[src/rtl/vslr_pkg.sv]
// ----------------------------------------------------------------------------
// vslr_pkg
// Shared types and constants for the variable-speed linear resampler.
// ----------------------------------------------------------------------------
package vslr_pkg;

    // sample width default
    localparam int SAMPLE_BITS_DEF = 24;

    // configuration port
    localparam int APB_ADDR_BITS = 3;
    localparam int APB_DATA_BITS = 32;
    localparam logic REG_SPEED   = 1'b0;    // register index from paddr[2]

    // speed register, hundredths of a frame per output
    localparam int         SPEED_BITS  = 8;
    localparam logic [7:0] SPEED_RESET = 8'd100;
    localparam logic [7:0] SPEED_MIN   = 8'd2;
    localparam logic [7:0] SPEED_MAX   = 8'd200;

    // read position in hundredths
    localparam int         PHASE_BITS = 9;
    localparam int         FRAC_BITS  = 7;
    localparam logic [9:0] UNIT       = 10'd100;

    // divide by one hundred
    localparam int          REM_BITS        = 7;
    localparam logic [7:0]  DIVISOR         = 8'd100;
    localparam int          FDR_BITS        = 14;
    localparam int          RECIP_PROD_BITS = 27;
    localparam logic [12:0] DIV100_RECIP    = 13'd5243;
    localparam int          DIV100_SHIFT    = 19;
    localparam int          CORR_BITS       = 7;

    typedef enum logic [2:0] {
        S_IDLE,
        S_DECIDE,
        S_DIV,
        S_FIX,
        S_MUL1,
        S_MUL2,
        S_SUM
    } vslr_state_t;

    typedef struct packed {
        logic capture;    // take the new frame, start the difference
        logic prime;      // first frame: keep it, mark a frame seen
        logic div_step;   // reciprocal multiply for the quotient
        logic div_fix;    // remainder, then floor correction of both
        logic mul1;       // frac times quotient and remainder
        logic mul2;       // reciprocal of the remainder product
        logic sum_load;   // load the output register
        logic advance;    // phase plus speed
        logic finish;     // phase minus one frame, frame becomes previous
    } vslr_cmd_t;

    typedef struct packed {
        logic have_prev;
        logic phase_ge_unit;
        logic last_out;
        logic out_free;
    } vslr_status_t;

endpackage

[src/rtl/vslr_chan.sv]
// ----------------------------------------------------------------------------
// vslr_chan
// One channel: previous frame, difference divide by 100 and interpolation.
// ----------------------------------------------------------------------------
module vslr_chan #(
    parameter int SAMPLE_BITS = vslr_pkg::SAMPLE_BITS_DEF
) (
    input  logic                                clk,
    input  vslr_pkg::vslr_cmd_t                 cmd,
    input  logic signed [SAMPLE_BITS-1:0]       sample,
    input  logic [vslr_pkg::FRAC_BITS-1:0]      frac,
    output logic signed [SAMPLE_BITS-1:0]       value
);

    localparam int DW = SAMPLE_BITS + 1;
    localparam int PW = SAMPLE_BITS + 9;

    // floor(x/100) as (x * ceil(2^QS/100)) >> QS, exact for x below 2^SAMPLE_BITS
    localparam int              QS      = SAMPLE_BITS + vslr_pkg::REM_BITS;
    localparam int              QP_BITS = QS + SAMPLE_BITS;
    localparam longint unsigned QR_VAL  = ((64'd1 << QS) + 64'(vslr_pkg::DIVISOR) - 64'd1)
                                        / 64'(vslr_pkg::DIVISOR);
    localparam logic [SAMPLE_BITS:0] Q_RECIP = (SAMPLE_BITS+1)'(QR_VAL);

    logic signed [SAMPLE_BITS-1:0]           prev_reg, prev_next;
    logic signed [SAMPLE_BITS-1:0]           cur_reg;
    logic [SAMPLE_BITS-1:0]                  mag_reg;
    logic [SAMPLE_BITS-1:0]                  quo_reg;
    logic                                    neg_reg;
    logic signed [DW-1:0]                    dq_reg;
    logic [vslr_pkg::REM_BITS-1:0]           dr_reg;
    logic signed [PW-1:0]                    fdq_reg;
    logic [vslr_pkg::FDR_BITS-1:0]           fdr_reg;
    logic [vslr_pkg::CORR_BITS-1:0]          t_reg;

    logic signed [DW-1:0]                    diff;
    logic signed [DW-1:0]                    mag;
    logic [QP_BITS-1:0]                      q_prod;
    logic [vslr_pkg::REM_BITS-1:0]           quo_x100;
    logic [vslr_pkg::REM_BITS-1:0]           rem;
    logic signed [DW-1:0]                    qs;
    logic [vslr_pkg::RECIP_PROD_BITS-1:0]    recip_prod;
    logic signed [PW-1:0]                    sum;

    assign diff = $signed({sample[SAMPLE_BITS-1], sample})
                - $signed({prev_reg[SAMPLE_BITS-1], prev_reg});
    assign mag  = diff[DW-1] ? -diff : diff;

    // quotient of the magnitude by reciprocal multiply
    assign q_prod = QP_BITS'(mag_reg) * QP_BITS'(Q_RECIP);

    // remainder is below 128, so the low bits of mag - 100*q are enough
    assign quo_x100 = vslr_pkg::REM_BITS'({quo_reg, 6'b0})
                    + vslr_pkg::REM_BITS'({quo_reg, 5'b0})
                    + vslr_pkg::REM_BITS'({quo_reg, 2'b0});
    assign rem      = mag_reg[vslr_pkg::REM_BITS-1:0] - quo_x100;

    assign qs = $signed({1'b0, quo_reg});

    assign recip_prod = vslr_pkg::RECIP_PROD_BITS'(fdr_reg)
                      * vslr_pkg::RECIP_PROD_BITS'(vslr_pkg::DIV100_RECIP);

    // a + f*dq + floor(f*dr/100)
    assign sum = $signed({{(PW-SAMPLE_BITS){prev_reg[SAMPLE_BITS-1]}}, prev_reg})
               + fdq_reg
               + $signed({{(PW-vslr_pkg::CORR_BITS){1'b0}}, t_reg});
    assign value = sum[SAMPLE_BITS-1:0];

    assign prev_next = (cmd.prime || cmd.finish) ? cur_reg : prev_reg;

    always_ff @(posedge clk)
    begin
        prev_reg <= prev_next;
        if (cmd.capture)
        begin
            cur_reg <= sample;
            mag_reg <= mag[SAMPLE_BITS-1:0];
            neg_reg <= diff[DW-1];
        end
        if (cmd.div_step)
        begin
            quo_reg <= q_prod[QS +: SAMPLE_BITS];
        end
        if (cmd.div_fix)
        begin
            if (neg_reg && (rem != '0))
            begin
                dq_reg <= -qs - DW'(1);
                dr_reg <= vslr_pkg::REM_BITS'(vslr_pkg::DIVISOR - {1'b0, rem});
            end
            else if (neg_reg)
            begin
                dq_reg <= -qs;
                dr_reg <= '0;
            end
            else
            begin
                dq_reg <= qs;
                dr_reg <= rem;
            end
        end
        if (cmd.mul1)
        begin
            fdq_reg <= $signed({1'b0, frac}) * dq_reg;
            fdr_reg <= vslr_pkg::FDR_BITS'(frac) * vslr_pkg::FDR_BITS'(dr_reg);
        end
        if (cmd.mul2)
        begin
            t_reg <= recip_prod[vslr_pkg::DIV100_SHIFT +: vslr_pkg::CORR_BITS];
        end
    end

endmodule

[src/rtl/vslr_dp.sv]
// ----------------------------------------------------------------------------
// vslr_dp
// Datapath: read position, two channels and the output register.
// ----------------------------------------------------------------------------
module vslr_dp #(
    parameter int SAMPLE_BITS = vslr_pkg::SAMPLE_BITS_DEF
) (
    input  logic                                 clk,
    input  logic                                 rst_n,
    input  vslr_pkg::vslr_cmd_t                  cmd,
    output vslr_pkg::vslr_status_t               status,
    input  logic [vslr_pkg::SPEED_BITS-1:0]      speed,
    input  logic signed [SAMPLE_BITS-1:0]        sample_left,
    input  logic signed [SAMPLE_BITS-1:0]        sample_right,
    output logic                                 out_valid,
    input  logic                                 out_ready,
    output logic signed [SAMPLE_BITS-1:0]        out_left,
    output logic signed [SAMPLE_BITS-1:0]        out_right,
    output logic                                 last_of_run
);

    logic [vslr_pkg::PHASE_BITS-1:0]   phase_reg, phase_next;
    logic                              have_reg, have_next;
    logic                              ovalid_reg, ovalid_next;
    logic signed [SAMPLE_BITS-1:0]     oleft_reg, oright_reg;
    logic                              olast_reg;

    logic [vslr_pkg::SPEED_BITS-1:0]   speed_eff;
    logic [vslr_pkg::PHASE_BITS:0]     phase_adv;
    logic [vslr_pkg::PHASE_BITS:0]     phase_end;
    logic signed [SAMPLE_BITS-1:0]     val_left, val_right;

    always_comb
    begin
        if (speed < vslr_pkg::SPEED_MIN)
            speed_eff = vslr_pkg::SPEED_MIN;
        else if (speed > vslr_pkg::SPEED_MAX)
            speed_eff = vslr_pkg::SPEED_MAX;
        else
            speed_eff = speed;
    end

    assign phase_adv = {1'b0, phase_reg}
                     + (cmd.advance ? (vslr_pkg::PHASE_BITS+1)'(speed_eff) : '0);
    assign phase_end = cmd.finish ? (phase_adv - vslr_pkg::UNIT) : phase_adv;
    assign phase_next = phase_end[vslr_pkg::PHASE_BITS-1:0];

    assign have_next   = have_reg | cmd.prime;
    assign ovalid_next = cmd.sum_load ? 1'b1 : (out_ready ? 1'b0 : ovalid_reg);

    assign status.have_prev     = have_reg;
    assign status.phase_ge_unit = ({1'b0, phase_reg} >= vslr_pkg::UNIT);
    assign status.last_out      = (({1'b0, phase_reg} + (vslr_pkg::PHASE_BITS+1)'(speed_eff))
                                   >= vslr_pkg::UNIT);
    assign status.out_free      = !ovalid_reg || out_ready;

    vslr_chan #(.SAMPLE_BITS(SAMPLE_BITS)) u_left (
        .clk    (clk),
        .cmd    (cmd),
        .sample (sample_left),
        .frac   (phase_reg[vslr_pkg::FRAC_BITS-1:0]),
        .value  (val_left)
    );

    vslr_chan #(.SAMPLE_BITS(SAMPLE_BITS)) u_right (
        .clk    (clk),
        .cmd    (cmd),
        .sample (sample_right),
        .frac   (phase_reg[vslr_pkg::FRAC_BITS-1:0]),
        .value  (val_right)
    );

    always_ff @(posedge clk or negedge rst_n)
    begin
        if (!rst_n)
        begin
            phase_reg  <= '0;
            have_reg   <= 1'b0;
            ovalid_reg <= 1'b0;
        end
        else
        begin
            phase_reg  <= phase_next;
            have_reg   <= have_next;
            ovalid_reg <= ovalid_next;
        end
    end

    always_ff @(posedge clk)
    begin
        if (cmd.sum_load)
        begin
            oleft_reg  <= val_left;
            oright_reg <= val_right;
            olast_reg  <= status.last_out;
        end
    end

    assign out_valid   = ovalid_reg;
    assign out_left    = oleft_reg;
    assign out_right   = oright_reg;
    assign last_of_run = olast_reg;

`ifndef NO_ASSERTIONS
    // position never reaches three frames past the previous one
    a_phase_range: assert property (@(posedge clk) disable iff (!rst_n)
        {1'b0, phase_reg} < 10'd300)
        else $error("read position out of range");
`endif

endmodule

[src/rtl/vslr_ctrl.sv]
// ----------------------------------------------------------------------------
// vslr_ctrl
// Sequencer: priming, the divide and one output per pass through two multiply states and the load.
// ----------------------------------------------------------------------------
module vslr_ctrl (
    input  logic                     clk,
    input  logic                     rst_n,
    input  logic                     in_valid,
    output logic                     in_ready,
    input  vslr_pkg::vslr_status_t   status,
    output vslr_pkg::vslr_cmd_t      cmd
);

    vslr_pkg::vslr_state_t  state_reg, state_next;

    always_ff @(posedge clk or negedge rst_n)
    begin
        if (!rst_n)
        begin
            state_reg <= vslr_pkg::S_IDLE;
        end
        else
        begin
            state_reg <= state_next;
        end
    end

    always_comb
    begin
        state_next = state_reg;
        cmd        = '0;
        in_ready   = 1'b0;
        unique case (state_reg)
            vslr_pkg::S_IDLE:
            begin
                in_ready = 1'b1;
                if (in_valid)
                begin
                    cmd.capture = 1'b1;
                    state_next  = vslr_pkg::S_DECIDE;
                end
            end
            vslr_pkg::S_DECIDE:
            begin
                if (!status.have_prev)
                begin
                    cmd.prime  = 1'b1;
                    state_next = vslr_pkg::S_IDLE;
                end
                else if (status.phase_ge_unit)
                begin
                    cmd.finish = 1'b1;
                    state_next = vslr_pkg::S_IDLE;
                end
                else
                begin
                    state_next = vslr_pkg::S_DIV;
                end
            end
            vslr_pkg::S_DIV:
            begin
                cmd.div_step = 1'b1;
                state_next   = vslr_pkg::S_FIX;
            end
            vslr_pkg::S_FIX:
            begin
                cmd.div_fix = 1'b1;
                state_next  = vslr_pkg::S_MUL1;
            end
            vslr_pkg::S_MUL1:
            begin
                cmd.mul1   = 1'b1;
                state_next = vslr_pkg::S_MUL2;
            end
            vslr_pkg::S_MUL2:
            begin
                cmd.mul2   = 1'b1;
                state_next = vslr_pkg::S_SUM;
            end
            vslr_pkg::S_SUM:
            begin
                if (status.out_free)
                begin
                    cmd.sum_load = 1'b1;
                    cmd.advance  = 1'b1;
                    if (status.last_out)
                    begin
                        cmd.finish = 1'b1;
                        state_next = vslr_pkg::S_IDLE;
                    end
                    else
                    begin
                        state_next = vslr_pkg::S_MUL1;
                    end
                end
            end
            default:
            begin
                state_next = vslr_pkg::S_IDLE;
            end
        endcase
    end

`ifndef NO_ASSERTIONS
    a_accept_decide: assert property (@(posedge clk) disable iff (!rst_n)
        (in_valid && in_ready) |=> (state_reg == vslr_pkg::S_DECIDE))
        else $error("accepted item not followed by decision");

    a_load_free: assert property (@(posedge clk) disable iff (!rst_n)
        cmd.sum_load |-> status.out_free)
        else $error("output register overwritten");

    a_div_done: assert property (@(posedge clk) disable iff (!rst_n)
        (state_reg == vslr_pkg::S_DIV) |=> (state_reg == vslr_pkg::S_FIX))
        else $error("divide not followed by correction");
`endif

endmodule

[src/rtl/variable_speed_linear_resampler_core.sv]
// ----------------------------------------------------------------------------
// variable_speed_linear_resampler_core
// Stereo linear-interpolation resampler with speed in hundredths of a frame.
// ----------------------------------------------------------------------------
//
//  channel   handshake                   payload
//  -------   -------------------------   ----------------------------------
//  input     in_valid / in_ready         sample_left, sample_right
//  output    out_valid / out_ready       out_left, out_right, last_of_run
//  config    psel, penable, pwrite       paddr, pwdata, prdata (pready high)
//
//  a frame after the first passes through the decide state, the reciprocal
//  divide of the frame difference by 100 and its floor correction, then
//  for each output through two multiplier stages and the load
//  the first frame and a frame that gives no output return to idle from
//  the decide state
//  reset: speed 100, position zero, no frame seen, output register empty
//  a full output register stalls the sequencer before each load; the next
//  item is taken while the final output of a frame still waits
//
// ----------------------------------------------------------------------------
module variable_speed_linear_resampler_core #(
    parameter int SAMPLE_BITS = vslr_pkg::SAMPLE_BITS_DEF
) (
    input  logic                                  clk,
    input  logic                                  rst_n,
    // configuration port
    input  logic                                  psel,
    input  logic                                  penable,
    input  logic                                  pwrite,
    input  logic [vslr_pkg::APB_ADDR_BITS-1:0]    paddr,
    input  logic [vslr_pkg::APB_DATA_BITS-1:0]    pwdata,
    output logic [vslr_pkg::APB_DATA_BITS-1:0]    prdata,
    output logic                                  pready,
    // source frames
    input  logic                                  in_valid,
    output logic                                  in_ready,
    input  logic signed [SAMPLE_BITS-1:0]         sample_left,
    input  logic signed [SAMPLE_BITS-1:0]         sample_right,
    // output frames
    output logic                                  out_valid,
    input  logic                                  out_ready,
    output logic signed [SAMPLE_BITS-1:0]         out_left,
    output logic signed [SAMPLE_BITS-1:0]         out_right,
    output logic                                  last_of_run
);

    vslr_pkg::vslr_cmd_t                 cmd;
    vslr_pkg::vslr_status_t              status;

    // speed register, raw value; clamping to 2..200 happens in the datapath
    logic [vslr_pkg::SPEED_BITS-1:0]     speed_reg, speed_next;
    logic                                wr_en;

    // register index sits at paddr[2], byte offset bits ignored
    assign wr_en  = psel && penable && pwrite && pready
                 && (paddr[2] == vslr_pkg::REG_SPEED);
    assign pready = 1'b1;

    assign speed_next = wr_en ? pwdata[vslr_pkg::SPEED_BITS-1:0] : speed_reg;

    always_ff @(posedge clk or negedge rst_n)
    begin
        if (!rst_n)
            speed_reg <= vslr_pkg::SPEED_RESET;
        else
            speed_reg <= speed_next;
    end

    // read back; unmapped addresses read as zero
    always_comb
    begin
        if (paddr[2] == vslr_pkg::REG_SPEED)
            prdata = {{(vslr_pkg::APB_DATA_BITS-vslr_pkg::SPEED_BITS){1'b0}}, speed_reg};
        else
            prdata = '0;
    end

    // sequencer
    vslr_ctrl u_ctrl (
        .clk      (clk),
        .rst_n    (rst_n),
        .in_valid (in_valid),
        .in_ready (in_ready),
        .status   (status),
        .cmd      (cmd)
    );

    // position, channel arithmetic and output register
    vslr_dp #(.SAMPLE_BITS(SAMPLE_BITS)) u_dp (
        .clk          (clk),
        .rst_n        (rst_n),
        .cmd          (cmd),
        .status       (status),
        .speed        (speed_reg),
        .sample_left  (sample_left),
        .sample_right (sample_right),
        .out_valid    (out_valid),
        .out_ready    (out_ready),
        .out_left     (out_left),
        .out_right    (out_right),
        .last_of_run  (last_of_run)
    );

endmodule
[config.mk]
export PLATFORM = sky130hd
export DESIGN_NAME = variable_speed_linear_resampler_core
export DESIGN_NICKNAME = d
export VERILOG_FILES = /design/src/rtl/vslr_pkg.sv /design/src/rtl/vslr_chan.sv /design/src/rtl/vslr_dp.sv /design/src/rtl/vslr_ctrl.sv /design/src/rtl/variable_speed_linear_resampler_core.sv
export SDC_FILE = /design/constraint.sdc
export NUM_CORES = 2
export LEC_CHECK = 0
export ABC_AREA = 1
export BUFFER_PORTS_ARGS = -buffer_cell sky130_fd_sc_hd__clkbuf_2
export CAP_MARGIN = 40
export CORE_MARGIN = 5
export CORE_UTILIZATION = 40
export DETAILED_ROUTE_END_ITERATION = 6
export PLACE_DENSITY = 0.6
export SYNTH_ARGS = -nofsm -noshare
export SYNTH_HDL_FRONTEND = slang
export SYNTH_SLANG_ARGS = --single-unit
export TNS_END_PERCENT = 50
[constraint.sdc]
create_clock -name clk -period 18.95 [get_ports clk]
set_input_delay 1.895 -clock clk [delete_from_list [all_inputs] [get_ports clk]]
set_output_delay 1.895 -clock clk [all_outputs]
set_load 0.02 [all_outputs]
==> impl_results.md <==
* First-pass GRT wire length at 266 mm
* Outcome: finished clean
* I/O Buffers at 122
* Final WL at 165 mm
* Num Clock Sinks at 405
* Initial antenna violation count at 3
* DP Area at 67000 um2
* Drt first pass iters at 5
* Endpoints failing setup at 0
* Yosys top cell area share at 24.3%
* Ys Warns at 0
* Initial drt markers at 3196
* CORE AREA at 159000 um2
* Gr usage total at 19.7%
* Worst slew pin tran at 0.909 ns
* Mux contribution to synthesized area at 0%
* Crit path required time at 19.32 ns
* I/O pin cnt at 174
* Clock Path Buffers at 3
* CP Cell Sequence: inv_1, fa_1, fa_1, inv_1, fa_1, fa_1, fa_1, fa_1, inv_1, fa_1, inv_1, ha_1, nand2_1, inv_1, a21oi_1, a21boi_0, nor2_1, nor2_1, nand2_1, a21oi_1, xnor2_1
* Largest family of logic cells by synthesized area: adder cells
* Dpl hpwl at 139 mm
* CTS tree: built
* Post-Syn Area per Cell at 8.54 um2
* Post-synth EDFFs at 383
* CP Launch Point: u_dp.u_right.mag_reg[6]$_DFFE_PP_
* Worst-Skew Late Latency at 0.67 ns
* Post-route minimum period at 6.71 ns
* Maximum level of the CTS H-tree at 2
* Post-synthesis compound-gate area fraction at 6.05%
* Share of cells above drive strength 1 at 4.16%
* CP Launch Type: register
* Mapped Cells at 7494
* Worst Clk Skew at 0.0429 ns
* Worst-path clk slew at 0.06 ns
* Yosys top cell by area: fa_1
* Worst setup EP type: register
* Rows at 146
* Post-synthesis adder-cell area fraction at 44.1%
* Remaining antenna violation count at 0
* Via count at 48200
* Syn-to-layout area delta at 7.41%
* # DRC at 0
* Die height at 410 um
* Post-synth ARST share at 5.43%
* Count of cell types in the netlist at 57
* PostCTS Resize Cnt at 0
* Kind of critical path: reg -> reg
* Post-CTS setup buffers at 0
* Seq cells post-synth at 405
* Post-route cell area at 68700 um2
* FMAX at 0.149 GHz
* Ys flop type: edfxtp_1
* Reg2Reg Launch Point: u_dp.u_right.mag_reg[6]$_DFFE_PP_
* Initial core utilization at 40.3%
* CTS Hold Bufs at 0
* Final period util at 35.4%
* Num CTS Buffers at 51
* Top cells by count, synth: 1857 x inv_1, 1481 x nand2_1, 1013 x ha_1, 778 x fa_1, 421 x nor2_1
* Max_cap viols at 0
* Most frequent CP cell: fa_1
* Sequential area share after synthesis at 18.8%
* Die width at 410 um
* Fin. max-slew vios at 0
* N_diodes at 0
* Largest net degree at the start of global routing at 64
* Nets@finish at 9506
* Crit-path max cell delay at 0.90 ns
* GR Overflow Total at 0
* Slew Limit Headroom at 39.4%
* Placer Congestion at 0.941
* Post-synthesis simple-gate area fraction at 15.3%
* Via/cell ratio at 4.95
* Most instantiated library cell after synthesis: inv_1
* Vias in the first global route at 49300
* DR WL/cell at 17.0 um
* Setup TNS at 0 ns
* RSZ-0062 raised after global routing: no
* Hold Startpoint: u_dp.u_left.cur_reg[7]$_DFFE_PP_
* Critical path arrival at 7.07 ns
* Final Hold Fails at 0
* Worst-path maximum fanout at 8
* Clock root buffer: clkbuf_16
* Die area at 168000 um2
* Hold WC Path Type: reg -> reg
* XOR/XNOR share of the synthesized area at 3.93%
* Mapped Area at 64000 um2
* Crit-path slowest cell: edfxtp_1
* Ranking of synthesized cells by area: fa_1 24%, ha_1 20%, edfxtp_1 18%, inv_1 11%, nand2_1 8.7%
cells by family (layout without fill, tap and decap cells):
kind of cell               after synthesis  after routing
AOI/OAI and AO/OA                      686            686
xor gates and xnor gates               278            278
adders and majority gates             1791           1791
buffers and inverters                 1958           2106
DFF                                    405            405
other                                    2             25
and+or+nand+nor                       2374           2374
worst max-delay path: cells and delay by family, from the launching register on:
kind            cells  cell delay (ns)
xor+xnor            1             0.12
flops               1             0.90
compound gates      3             0.70
simple gates        4             0.38
fa+ha+maj           8             3.90
buf+inv             5             0.43
routing by layer:
layer  part of all wire, %  track usage, %  up-vias
met2                    45            32.2     1088
met4                   2.1            3.97        2
li1                      -               -    23600
met3                   4.9            2.08      183
met1                    48            28.5    23300
met5                0.0048               0        -
metrics by stage:
stage	util (%)	worst slack, ns	hold slack (ns)	std cells
after floorplan	-	7.01	0.400	7517
after global placement	42.2	12.36	0.401	9643
after detailed placement	42.2	12.24	0.405	9644
after CTS	43.3	12.22	0.414	9737
after global routing	43.3	11.91	0.423	9737
final	43.3	12.24	0.416	9737
cell type report:
class	count	area [um2]
sequential	405	12100
fill	15500	90000
clock inverter	39	414
inverter	1870	7020
tap	2072	2590
clock buffer	54	1290
timing repair buffer	143	781
multi-input combinational	5154	44600
cells in the final DEF, fill, tap and decap left out, types with 172 or more instances in the layout:
cell and count:
fa_1 778, edfxtp_1 383, nor2_1 418, nand2_1 1481, nand3_1 221, a21oi_1 312, xor2_1 184, inv_1 1857
o21ai_0 172, ha_1 1013
path summary, 6_finish.rpt:
path | slack, ns | cells past startpoint | to
max in group asynchronous | 17.24 | 1 | u_dp.phase_reg[6]$_DFF_PN0_
hold reg to reg | 0.42 | 0 | u_dp.u_left.prev_reg[7]$_DFFE_PP_
setup reg to reg | 12.24 | 21 | u_dp.u_right.quo_reg[8]$_DFFE_PP_
setup / recovery | 12.24 | 21 | u_dp.u_right.quo_reg[8]$_DFFE_PP_
hold / removal | 0.42 | 0 | u_dp.u_left.prev_reg[7]$_DFFE_PP_
min in group asynchronous | 1.26 | 1 | speed_reg[0]$_DFFE_PN0P_
Power is left out: the tool's default activity adds up to more than one toggle a clock period on the data nets, which glitch-free logic cannot reach.
